### config.mk
export PLATFORM = sky130hd
export DESIGN_NAME = multibyte_glyph_address_decoder
export DESIGN_NICKNAME = d
export VERILOG_FILES = /design/src/hw/rtl/mgad_pkg.sv /design/src/hw/rtl/multibyte_glyph_address_decoder.sv /design/src/hw/rtl/mgad_queue.sv /design/src/hw/rtl/mgad_front.sv /design/src/hw/rtl/mgad_back.sv
export SDC_FILE = /design/constraint.sdc
export NUM_CORES = 1
export LEC_CHECK = 0
export ABC_AREA = 0
export BUFFER_PORTS_ARGS = -buffer_cell sky130_fd_sc_hd__buf_2
export CORE_MARGIN = 8
export CORE_UTILIZATION = 30
export CTS_CLUSTER_DIAMETER = 150
export CTS_CLUSTER_SIZE = 8
export DETAILED_ROUTE_END_ITERATION = 10
export GPL_ROUTABILITY_DRIVEN = 0
export PLACE_DENSITY = 0.49
export SYNTH_ARGS = -nofsm -noshare
export SYNTH_HDL_FRONTEND = slang
export SYNTH_HIERARCHICAL = 1
export SYNTH_SLANG_ARGS = --single-unit
### constraint.sdc
create_clock -name clk -period 7.3 [get_ports clk]
set_input_delay 1.095 -clock clk [delete_from_list [all_inputs] [get_ports clk]]
set_output_delay 1.095 -clock clk [all_outputs]
set_load 0.05 [all_outputs]
### src/hw/rtl/mgad_pkg.sv
// Shared types and constants for the multibyte glyph address decoder.
package mgad_pkg;

  typedef enum logic [1:0] {
    LANG_HALF = 2'd0,
    LANG_SJIS = 2'd1,
    LANG_EUC  = 2'd2,
    LANG_GB   = 2'd3
  } lang_t;

  localparam logic signed [23:0] NATIONAL_BASE = 24'sd4096;  // 256 glyphs * 16 bytes
  localparam logic signed [17:0] ROW_CELLS     = 18'sd94;
  localparam logic [1:0]         STRIDE_NORMAL = 2'd1;
  localparam logic [1:0]         STRIDE_INTERL = 2'd2;
  localparam int                 QUEUE_DEPTH   = 2;

  typedef struct packed {
    logic [7:0]  code_byte;
    logic        new_string;
    logic [11:0] start_x;
  } chr_t;

  typedef struct packed {
    logic               font_table;
    logic signed [23:0] glyph_offset;
    logic signed [15:0] glyph_x;
    logic [1:0]         row_stride;
    logic               last;
  } cmd_t;

  // Classified character handed from the front end to the back end.
  typedef struct packed {
    logic               is_double;
    logic               font_table;
    logic               interleaved;
    logic [11:0]        single_offset;
    logic signed [9:0]  row_k;
    logic signed [9:0]  cell_t;
    logic [15:0]        xpos;
  } job_t;

endpackage

### src/hw/rtl/multibyte_glyph_address_decoder.sv
// Top level of the multibyte glyph address decoder.
// Text bytes go in through a queue-style port (push/full) and draw commands come out through
// another (empty/pop). The front end accepts one byte every cycle while its two-entry job queue
// has room; lead bytes are held internally and produce nothing. The back end issues one command
// per cycle while its output register is free (empty or popped); a single-byte character yields
// one command and a double-byte trail yields two (left half at x-8, then right half at x). A byte
// passes through the job queue, the back end's work register and the command register before
// its first command is shown.
// lang_mode is written over cfg_valid/cfg_data (always ready) and should only change while idle.
module multibyte_glyph_address_decoder (
  input  logic           clk,
  input  logic           rst,
  input  mgad_pkg::chr_t chr,
  input  logic           push,
  output logic           full,
  output mgad_pkg::cmd_t cmd,
  output logic           empty,
  input  logic           pop,
  input  logic           cfg_valid,
  output logic           cfg_ready,
  input  logic [1:0]     cfg_data
);
  import mgad_pkg::*;

  logic q_wr;
  logic q_rd;
  logic q_full;
  logic q_empty;
  job_t q_wr_job;
  job_t q_rd_job;

  assign cfg_ready = 1'b1;
  assign full      = q_full;

  mgad_front u_front (
    .clk       (clk),
    .rst       (rst),
    .chr       (chr),
    .push      (push),
    .q_full    (q_full),
    .q_wr      (q_wr),
    .q_job     (q_wr_job),
    .cfg_valid (cfg_valid),
    .cfg_data  (cfg_data)
  );

  mgad_queue u_queue (
    .clk    (clk),
    .rst    (rst),
    .wr_en  (q_wr),
    .wr_job (q_wr_job),
    .full   (q_full),
    .rd_en  (q_rd),
    .rd_job (q_rd_job),
    .empty  (q_empty)
  );

  mgad_back u_back (
    .clk     (clk),
    .rst     (rst),
    .q_empty (q_empty),
    .q_job   (q_rd_job),
    .q_rd    (q_rd),
    .cmd     (cmd),
    .empty   (empty),
    .pop     (pop)
  );

endmodule

### src/hw/rtl/mgad_queue.sv
// Two-entry job queue between the front and back ends.
module mgad_queue (
  input  logic          clk,
  input  logic          rst,
  input  logic          wr_en,
  input  mgad_pkg::job_t wr_job,
  output logic          full,
  input  logic          rd_en,
  output mgad_pkg::job_t rd_job,
  output logic          empty
);
  import mgad_pkg::*;

  localparam int PtrW = $clog2(QUEUE_DEPTH);

  job_t              entries [QUEUE_DEPTH];
  logic [PtrW-1:0]   wr_ptr;
  logic [PtrW-1:0]   rd_ptr;
  logic [PtrW:0]     count;

  assign full   = (count == (PtrW + 1)'(QUEUE_DEPTH));
  assign empty  = (count == '0);
  assign rd_job = entries[rd_ptr];

  always_ff @(posedge clk) begin
    if (wr_en) begin
      entries[wr_ptr] <= wr_job;
    end
  end

  always_ff @(posedge clk) begin
    if (rst) begin
      wr_ptr <= '0;
      rd_ptr <= '0;
      count  <= '0;
    end else begin
      if (wr_en) begin
        wr_ptr <= (wr_ptr == PtrW'(QUEUE_DEPTH - 1)) ? '0 : wr_ptr + 1'b1;
      end
      if (rd_en) begin
        rd_ptr <= (rd_ptr == PtrW'(QUEUE_DEPTH - 1)) ? '0 : rd_ptr + 1'b1;
      end
      if (wr_en && !rd_en) begin
        count <= count + 1'b1;
      end else if (rd_en && !wr_en) begin
        count <= count - 1'b1;
      end
    end
  end

endmodule

### src/hw/rtl/mgad_front.sv
// Front end: language mode, lead byte, x cursor and character classification.
module mgad_front (
  input  logic           clk,
  input  logic           rst,
  input  mgad_pkg::chr_t chr,
  input  logic           push,
  input  logic           q_full,
  output logic           q_wr,
  output mgad_pkg::job_t q_job,
  input  logic           cfg_valid,
  input  logic [1:0]     cfg_data
);
  import mgad_pkg::*;

  lang_t              lang_mode;
  logic [7:0]         pending_lead;
  logic [7:0]         pending_lead_next;
  logic [15:0]        x_cursor;
  logic [15:0]        x_cur;
  logic               accept;
  logic               emit;
  logic [7:0]         b;
  logic [7:0]         lead;
  logic signed [11:0] b_s;
  logic signed [11:0] lead_s;
  logic signed [11:0] k12;
  logic signed [11:0] t12;

  assign accept = push && !q_full;
  assign b      = chr.code_byte;
  assign lead   = pending_lead;
  assign b_s    = $signed({4'b0, b});
  assign lead_s = $signed({4'b0, lead});
  assign x_cur  = chr.new_string ? {4'b0, chr.start_x} : x_cursor;

  always_comb begin
    pending_lead_next   = pending_lead;
    emit                = 1'b0;
    k12                 = '0;
    t12                 = '0;
    q_job.is_double     = 1'b0;
    q_job.font_table    = 1'b1;
    q_job.interleaved   = 1'b0;
    q_job.single_offset = {b, 4'b0};
    q_job.xpos          = x_cur;
    unique case (lang_mode)
      LANG_HALF: begin
        // any held lead is left alone in this mode
        emit             = 1'b1;
        q_job.font_table = 1'b0;
      end
      LANG_SJIS: begin
        if (lead == 8'h00) begin
          if ((b >= 8'h81 && b <= 8'h9f) || (b >= 8'he0 && b <= 8'hfc)) begin
            pending_lead_next = b;
          end else begin
            emit = 1'b1;
          end
        end else begin
          if (lead >= 8'h81 && lead <= 8'h9f) begin
            k12 = (lead_s - 12'sh081) <<< 1;
          end else begin
            k12 = ((lead_s - 12'sh0e0) <<< 1) + 12'sd62;
          end
          if (b >= 8'h40 && b <= 8'h7e) begin
            t12 = b_s - 12'sh040;
          end else if (b >= 8'h80 && b <= 8'h9e) begin
            t12 = b_s - 12'sh080 + 12'sd63;
          end else begin
            t12 = b_s - 12'sh09f;
            k12 = k12 + 12'sd1;
          end
          pending_lead_next = 8'h00;
          emit              = 1'b1;
          q_job.is_double   = 1'b1;
        end
      end
      LANG_EUC: begin
        if (lead == 8'h00) begin
          if (b >= 8'h81 && b <= 8'hfe) begin
            pending_lead_next = b;
          end else begin
            emit = 1'b1;
          end
        end else begin
          k12               = lead_s - 12'sh0a1;
          t12               = b_s - 12'sh0a1;
          pending_lead_next = 8'h00;
          emit              = 1'b1;
          q_job.is_double   = 1'b1;
        end
      end
      LANG_GB: begin
        if (lead == 8'h00) begin
          if (b >= 8'ha0) begin
            pending_lead_next = b;
          end else begin
            emit             = 1'b1;
            q_job.font_table = 1'b0;
          end
        end else begin
          // row and cell are one-based here, so fold the -1 in now
          k12               = lead_s - 12'sh0a1;
          t12               = b_s - 12'sh0a1;
          pending_lead_next = 8'h00;
          emit              = 1'b1;
          q_job.is_double   = 1'b1;
          q_job.interleaved = 1'b1;
        end
      end
      default: begin
        emit = 1'b1;
      end
    endcase
    q_job.row_k  = k12[9:0];
    q_job.cell_t = t12[9:0];
  end

  assign q_wr = accept && emit;

  always_ff @(posedge clk) begin
    if (rst) begin
      lang_mode    <= LANG_HALF;
      pending_lead <= '0;
      x_cursor     <= '0;
    end else begin
      if (cfg_valid) begin
        lang_mode <= lang_t'(cfg_data);
      end
      if (accept) begin
        pending_lead <= pending_lead_next;
        x_cursor     <= x_cur + 16'd8;
      end
    end
  end

endmodule

### src/hw/rtl/mgad_back.sv
// Back end: offset arithmetic and one draw command per cycle into the result register while it is free.
module mgad_back (
  input  logic           clk,
  input  logic           rst,
  input  logic           q_empty,
  input  mgad_pkg::job_t q_job,
  output logic           q_rd,
  output mgad_pkg::cmd_t cmd,
  output logic           empty,
  input  logic           pop
);
  import mgad_pkg::*;

  job_t               w_job;
  logic               w_valid;
  logic               w_half;
  logic               out_valid;
  cmd_t               cmd_next;
  logic               out_free;
  logic               fire;
  logic               w_done;
  logic               w_load;
  logic signed [17:0] cell_index;
  logic signed [23:0] base;

  assign out_free = !out_valid || pop;
  assign fire     = w_valid && out_free;
  assign w_done   = fire && (!w_job.is_double || w_half);
  assign w_load   = !q_empty && (!w_valid || w_done);
  assign q_rd     = w_load;
  assign empty    = !out_valid;

  assign cell_index = $signed({{8{w_job.row_k[9]}}, w_job.row_k}) * ROW_CELLS
                    + $signed({{8{w_job.cell_t[9]}}, w_job.cell_t});
  assign base = ($signed({{6{cell_index[17]}}, cell_index}) <<< 5)
              + (w_job.interleaved ? 24'sd0 : NATIONAL_BASE);

  always_comb begin
    cmd_next.font_table = w_job.font_table;
    cmd_next.row_stride = w_job.interleaved ? STRIDE_INTERL : STRIDE_NORMAL;
    if (!w_job.is_double) begin
      cmd_next.glyph_offset = $signed({12'b0, w_job.single_offset});
      cmd_next.glyph_x      = $signed(w_job.xpos);
      cmd_next.last         = 1'b1;
    end else if (!w_half) begin
      cmd_next.glyph_offset = base;
      cmd_next.glyph_x      = $signed(w_job.xpos - 16'd8);
      cmd_next.last         = 1'b0;
    end else begin
      // right half: next column in interleaved fonts, next 16 bytes otherwise
      cmd_next.glyph_offset = base + (w_job.interleaved ? 24'sd1 : 24'sd16);
      cmd_next.glyph_x      = $signed(w_job.xpos);
      cmd_next.last         = 1'b1;
    end
  end

  always_ff @(posedge clk) begin
    if (w_load) begin
      w_job <= q_job;
    end
    if (fire) begin
      cmd <= cmd_next;
    end
  end

  always_ff @(posedge clk) begin
    if (rst) begin
      w_valid   <= 1'b0;
      w_half    <= 1'b0;
      out_valid <= 1'b0;
    end else begin
      if (w_load) begin
        w_valid <= 1'b1;
        w_half  <= 1'b0;
      end else if (w_done) begin
        w_valid <= 1'b0;
      end else if (fire) begin
        w_half <= 1'b1;
      end
      if (fire) begin
        out_valid <= 1'b1;
      end else if (pop) begin
        out_valid <= 1'b0;
      end
    end
  end

endmodule

Word-level counts from Yosys, hierarchy flattened

Memory sizes are Yosys's and may differ from the RTL's. A register that Yosys moved wholly into a read port is not among the register bits.
Index checks and enable logic that the tools add are counted.

Word-level logic and storage cells: 143
Bits in read-only memories: 0
Bits in writable memories: 94
Memories: 1
Bits in registers: 89
Bits in latches: 0

Memory list:

| memory          | words | bits a word | rd ports | clocked after memory_dff | wr ports | RTL line         | text |
|---|---|---|---|---|---|---|---|
| u_queue.entries | 2     | 47          | 1        | 1                        | 1        | mgad_queue.sv:16 | `job_t entries [QUEUE_DEPTH];` |

Div/mod/pow operators: 0
Magnitude comparators: 12
Shifts and indexed selects: 0
Bitwise gates (word level): 1
Reductions and logical operators: 36
Add/sub/neg operators: 19
Multiplexer cells: 50
Equality and inequality tests: 7
Multiply operators: 1

Operators with widths:

| operator                                            | count |
|---|---|
| two-way mux 10 bit                                  | 11 |
| subtractor 8 x 8 -> 9 bit, second input constant    | 6 |
| two-way mux 8 bit                                   | 6 |
| >= comparator 8 bit, second input constant          | 5 |
| <= comparator 8 bit, second input constant          | 5 |
| two-way mux 40 bit                                  | 1 |
| one-hot mux 10 bit (2 select lines)                 | 2 |
| two-way mux 28 bit                                  | 1 |
| adder 23 x 14 -> 24 bit                             | 1 |
| adder 24 bit                                        | 1 |
| one-hot mux 8 bit (3 select lines)                  | 1 |
| adder 10 x 7 -> 10 bit, second input constant       | 2 |
| two-way mux 1 bit                                   | 20 |
| adder 18 x 10 -> 18 bit                             | 1 |
| multiplier 10 x 7 -> 17 bit, second input constant  | 1 |
| adder 16 x 4 -> 16 bit, second input constant       | 1 |
| two-way mux 16 bit                                  | 1 |
| subtractor 16 x 4 -> 16 bit, second input constant  | 1 |
| logical AND 1 bit                                   | 13 |
| two-way mux 13 bit                                  | 1 |
| adder 10 x 2 -> 10 bit, second input constant       | 1 |
| subtractor 8 x 7 -> 9 bit, second input constant    | 1 |
| >= comparator 8 x 7 -> 1 bit, second input constant | 1 |
| <= comparator 8 x 7 -> 1 bit, second input constant | 1 |
| 22 further kinds                                    | 41 |

Logic depth before layout (Yosys ltp)

Word-level depth: 11
Mapped depth: 25
Mapped depth without buffers: 24

By module

The synthesis kept the hierarchy.

Modules (own cells, without submodules):

| module                          | area each (um^2) | times used | cells an instance |
|---|---|---|---|
| mgad_back                       | 6165.9           | 1          | 518 |
| mgad_queue                      | 3875.0           | 1          | 181 |
| mgad_front                      | 2861.5           | 1          | 392 |
| multibyte_glyph_address_decoder | 11.3             | 1          | 2 |

Worst setup path before layout

Ideal clock, no wire load.

Path type: flip-flop to flip-flop
Start: register u_back/w_job[35] (netlist name)
End: register u_back/cmd[41] (netlist name)
Data required time: 7038 ps
Arrival time: 5590 ps
Slack: 1448 ps
Cell stages (with the launch flop): 24
Period minus slack after synthesis: 5852 ps
Cells stage by stage: edfxtp_1 -> inv_1 -> fa_1 -> inv_1 -> ha_1 -> fa_1 -> inv_1 -> fa_1 -> inv_1 -> ha_1 -> and3_1 -> a2111oi_0 -> nor2_1 -> xor2_1 -> ha_1 -> clkbuf_1 -> nand2_1 -> nor3_1 -> a31oi_1 -> o211a_1 -> nor3_2 -> o22a_1 -> o21ai_0 -> nor3b_2

Word-level cells in the longest chain between the ends: 5

RTL lines:

| element                         | RTL line        | text |
|---|---|---|
| multiplier 10 x 7 -> 17 bit (*) | mgad_back.sv:33 | `assign cell_index = $signed({{8{w_job.row_k[9]}}, w_job.row_k}) * ROW_CELLS` |
| adder 18 x 10 -> 18 bit (*)     | mgad_back.sv:34 | `+ $signed({{8{w_job.cell_t[9]}}, w_job.cell_t});` |
| adder 23 x 14 -> 24 bit (*)     | mgad_back.sv:36 | `+ (w_job.interleaved ? 24'sd0 : NATIONAL_BASE);` |
| adder 24 bit                    | mgad_back.sv:51 | `cmd_next.glyph_offset = base + (w_job.interleaved ? 24'sd1 : 24'sd16);` |
| two-way mux 40 bit (*)          | mgad_back.sv:45 | `end else if (!w_half) begin` |

Every way passes the cells marked *; elsewhere a longest branch is shown, timed or not.
A chain may end at the register's enable or synchronous reset.

Worst setup path in the final report

Start: register u_back/w_job[35] (netlist name)
End: register u_back/cmd[41] (netlist name)

Word-level cells in the longest chain between the ends: 5

RTL lines:

| element                         | RTL line |
|---|---|
| multiplier 10 x 7 -> 17 bit (*) | mgad_back.sv:33 |
| adder 18 x 10 -> 18 bit (*)     | mgad_back.sv:34 |
| adder 23 x 14 -> 24 bit (*)     | mgad_back.sv:36 |
| adder 24 bit                    | mgad_back.sv:51 |
| two-way mux 40 bit (*)          | mgad_back.sv:45 |

Marks and branches as above.

==> results.py <==
metrics = {
    "cells_and_area": {
        "antenna_cells": 0,
        "fillers": 4241,
        "drive_gt1_share_pct": 19.3,
        "final_net_count": 1284,
        "layout_common_cells": "197 x edfxtp_1, 93 x inv_1, 75 x nand2_1",
        "final_common_cell": "edfxtp_1",
        "area_growth_pct": 14.3,
    },
    "detailed_routing": {
        "avgRoutedWirePerCell_um": 16.2,
        "viasPerCell": 4.77,
        "drt_iter0_drc": 524,
        "firstDrtPassIters": 5,
        "via_count": 8244,
        "ant_nets": 0,
        "drc": 0,
        "wl_um": 27900,
    },
    "synth": {
        "synth_area_um2": 12900,
        "yosys.area.top_type": "edfxtp_1",
        "synthesis.instances": 1093,
        "ys.flop_type": "edfxtp_1",
        "synth_area_leaders": "edfxtp_1 46%, ha_1 6.6%, mux2_2 6.0%",
        "ys_async_sr_fraction_pct": 0,
        "yosys_warnings": 6,
        "synth_edf_count": 197,
        "yosysSeqAreaShare_pct": 51.1,
        "netlist.area_leader.share_pct": 45.8,
        "ys_ff_latch": 231,
        "synth_cell_types": 90,
        "avgSynthCellArea_um2": 11.8,
    },
    "timing": {
        "period_share_pct": 84.9,
        "setup_viol": 0,
        "fmax_mhz": 161,
        "rsz0062_at_grt": "false",
        "skew_ns": 0.0287,
        "final-max-slew-violation-count": 0,
        "finalCriticalPeriod_ns": 6.20,
        "finalHoldViolations": 0,
        "timing.slew.headroom_pct": 27.8,
        "finalSetupTns_ns": 0,
        "worst_pin_slew_ns": 1.08,
    },
    "cts": {
        "clock_latency_ns": 0.51,
        "cts_tree": "done",
        "clkTransAtPathRegs_ns": 0.05,
        "cts.sinks": 231,
        "root_buffer": "clkbuf_16",
        "ctsHoldBuffers": 0,
        "h-tree-depth": 2,
        "ctsLongestPathBuffers": 3,
        "cts_resized": 0,
        "post_cts_buffers": 0,
        "numCtsBuffers": 34,
    },
    "run": {
        "drv_cap": 0,
    },
    "setup_path": {
        "cpLargestDelayFamily": "adder cells",
        "criticalPathCategory": "reg2reg",
        "path_cells": "inv_1, fa_1, inv_1, ha_1, fa_1, inv_1, fa_1, inv_1, ha_1, and3_1, a2111oi_0, nor2_1, xor2_1, ha_1, nand2_1, nor3_1, a31oi_1, o211a_1, nor3_2, o22a_1, o21ai_0, nor3b_2",
        "cp.buffers_inverters": 4,
        "critPathArrivalTime_ns": 6.43,
        "cp.required_ns": 7.53,
        "cpPeakStageDelay_ns": 0.55,
        "slowest_stage": "edfxtp_1",
        "cp-start-kind": "flop",
        "crit_fanout": 10,
        "path_common_cell": "inv_1",
        "cp-end-kind": "flop",
    },
    "placed_design": {
        "io_buffers": 73,
        "dp_hpwl_um": 19800,
    },
    "floorplanning": {
        "boundaryPins": 75,
        "initial_core_util_pct": 30.2,
        "rows": 76,
        "core_um2": 42800,
        "dieArea_um2": 49900,
        "die_w_um": 223,
        "fp.dieH_um": 223,
    },
    "global_route": {
        "grt_pass1_vias": 8282,
        "antenna_found_initial": 0,
        "overflow": 0,
        "grt_util_met2_pct": 16.6,
        "use_met1_pct": 15.8,
        "grt_max_degree": 55,
        "grtUsageMet3_pct": 2.07,
        "grt_usage_pct": 10.9,
        "grt_pass1_wl_um": 44700,
        "grt_busiest_layer": "met2",
    },
    "min_path": {
        "hold_path_class": "reg2reg",
    },
    "outcome": {
        "status": "complete, no violations",
    },
}
==> cell usage after synthesis, types with 21 or more instances <==
cell and number:
xnor2_1 35, fa_1 26, nor2_1 56, inv_1 93
a21oi_1 51, o21ai_0 26, dfxtp_1 34, mux2_2 69
ha_1 68, nand3_1 36, xor2_1 31, nor3_1 25
edfxtp_1 197, nor2b_1 21, nand2_1 75
==> through the flow <==
stage	util, %	area, um2	hold slack (ns)	setup WS, ns	std cells
finish	34.5	14800	0.416	1.10	1729
global route	34.5	14800	0.431	0.603	1729
CTS	34.5	14800	0.418	1.01	1729
detailed placement	32.2	13800	0.407	1.09	1672
global placement	32.2	13800	0.401	1.14	1672
floorplan	-	12900	0.400	1.45	1096
==> worst register-to-register path, cell delays in order (launching register included) <==
cell and delay [ns]:
edfxtp_1 0.55, inv_1 0.25, fa_1 0.54, inv_1 0.04, ha_1 0.29, fa_1 0.53, inv_1 0.05, fa_1 0.49
inv_1 0.04, ha_1 0.37, and3_1 0.21, a2111oi_0 0.53, nor2_1 0.15, xor2_1 0.19, ha_1 0.42, nand2_1 0.10
nor3_1 0.20, a31oi_1 0.08, o211a_1 0.16, nor3_2 0.28, o22a_1 0.23, o21ai_0 0.07, nor3b_2 0.16
==> metal layers <==
| layer | part of all wire, % | wire length, um | up-vias |
|---|---|---|---|
| li1 | - | - | 4079 |
| met1 | 51 | 14200 | 3968 |
| met2 | 43 | 12100 | 161 |
| met3 | 4.2 | 1170 | 36 |
| met4 | 1.6 | 446 | 0 |
| met5 | 0 | 0 | - |
==> kinds of logic (layout without fill, tap and decap cells) <==
logic type                 count (synthesis)  count (layout)  share of synthesized area [%]
xor gates and xnor gates                  66              66                           4.48
DFF                                      231             231                           51.1
buffers and inverters                    144             231                           4.83
and+or+nand+nor                          299             299                           12.4
AOI/OAI and AO/OA                        181             181                           9.97
adders and majority gates                 94              94                           10.6
other                                      2               5                         0.0582
muxes                                     76              76                           6.60
==> sequential cells by signal (all words and copies together), names as in the netlist, named ones only <==
name / flops
u_front/lang_mode: 2
u_queue/count: 2
u_queue/entries: 102
u_back/w_half: 1
u_back/cmd: 44
u_queue/wr_ptr: 1
u_back/cmd_next: 1
u_back/w_job: 50
u_queue/rd_ptr: 1
u_front/x_cursor: 16
u_back/out_valid: 1
u_back/w_valid: 1
u_front/lead: 8
==> cell type report <==
class / count / area (um2) / share of cell area [%]
repair buffers: 80 / 418 / 2.83
well taps: 546 / 683 / 4.63
clock inverters: 2 / 32.5 / 0.220
flip-flops and latches: 231 / 6600 / 44.7
inverters: 94 / 353 / 2.39
clock buffers: 55 / 951 / 6.44
multi-input cells: 721 / 5730 / 38.8
==> worst paths after layout <==
| kind | slack [ns] | depth (start not counted) | start | endpoint |
|---|---|---|---|---|
| setup / recovery | 1.10 | 22 | u_back/w_job[35] | u_back/cmd[41] |
| hold / removal | 0.42 | 0 | u_back/w_job[2] | u_back/cmd[5] |
| setup reg to reg | 1.10 | 22 | u_back/w_job[35] | u_back/cmd[41] |
| hold reg to reg | 0.42 | 0 | u_back/w_job[2] | u_back/cmd[5] |
Power is left out: the tool's default activity adds up to more than one toggle a clock period on the data nets, which glitch-free logic cannot reach.
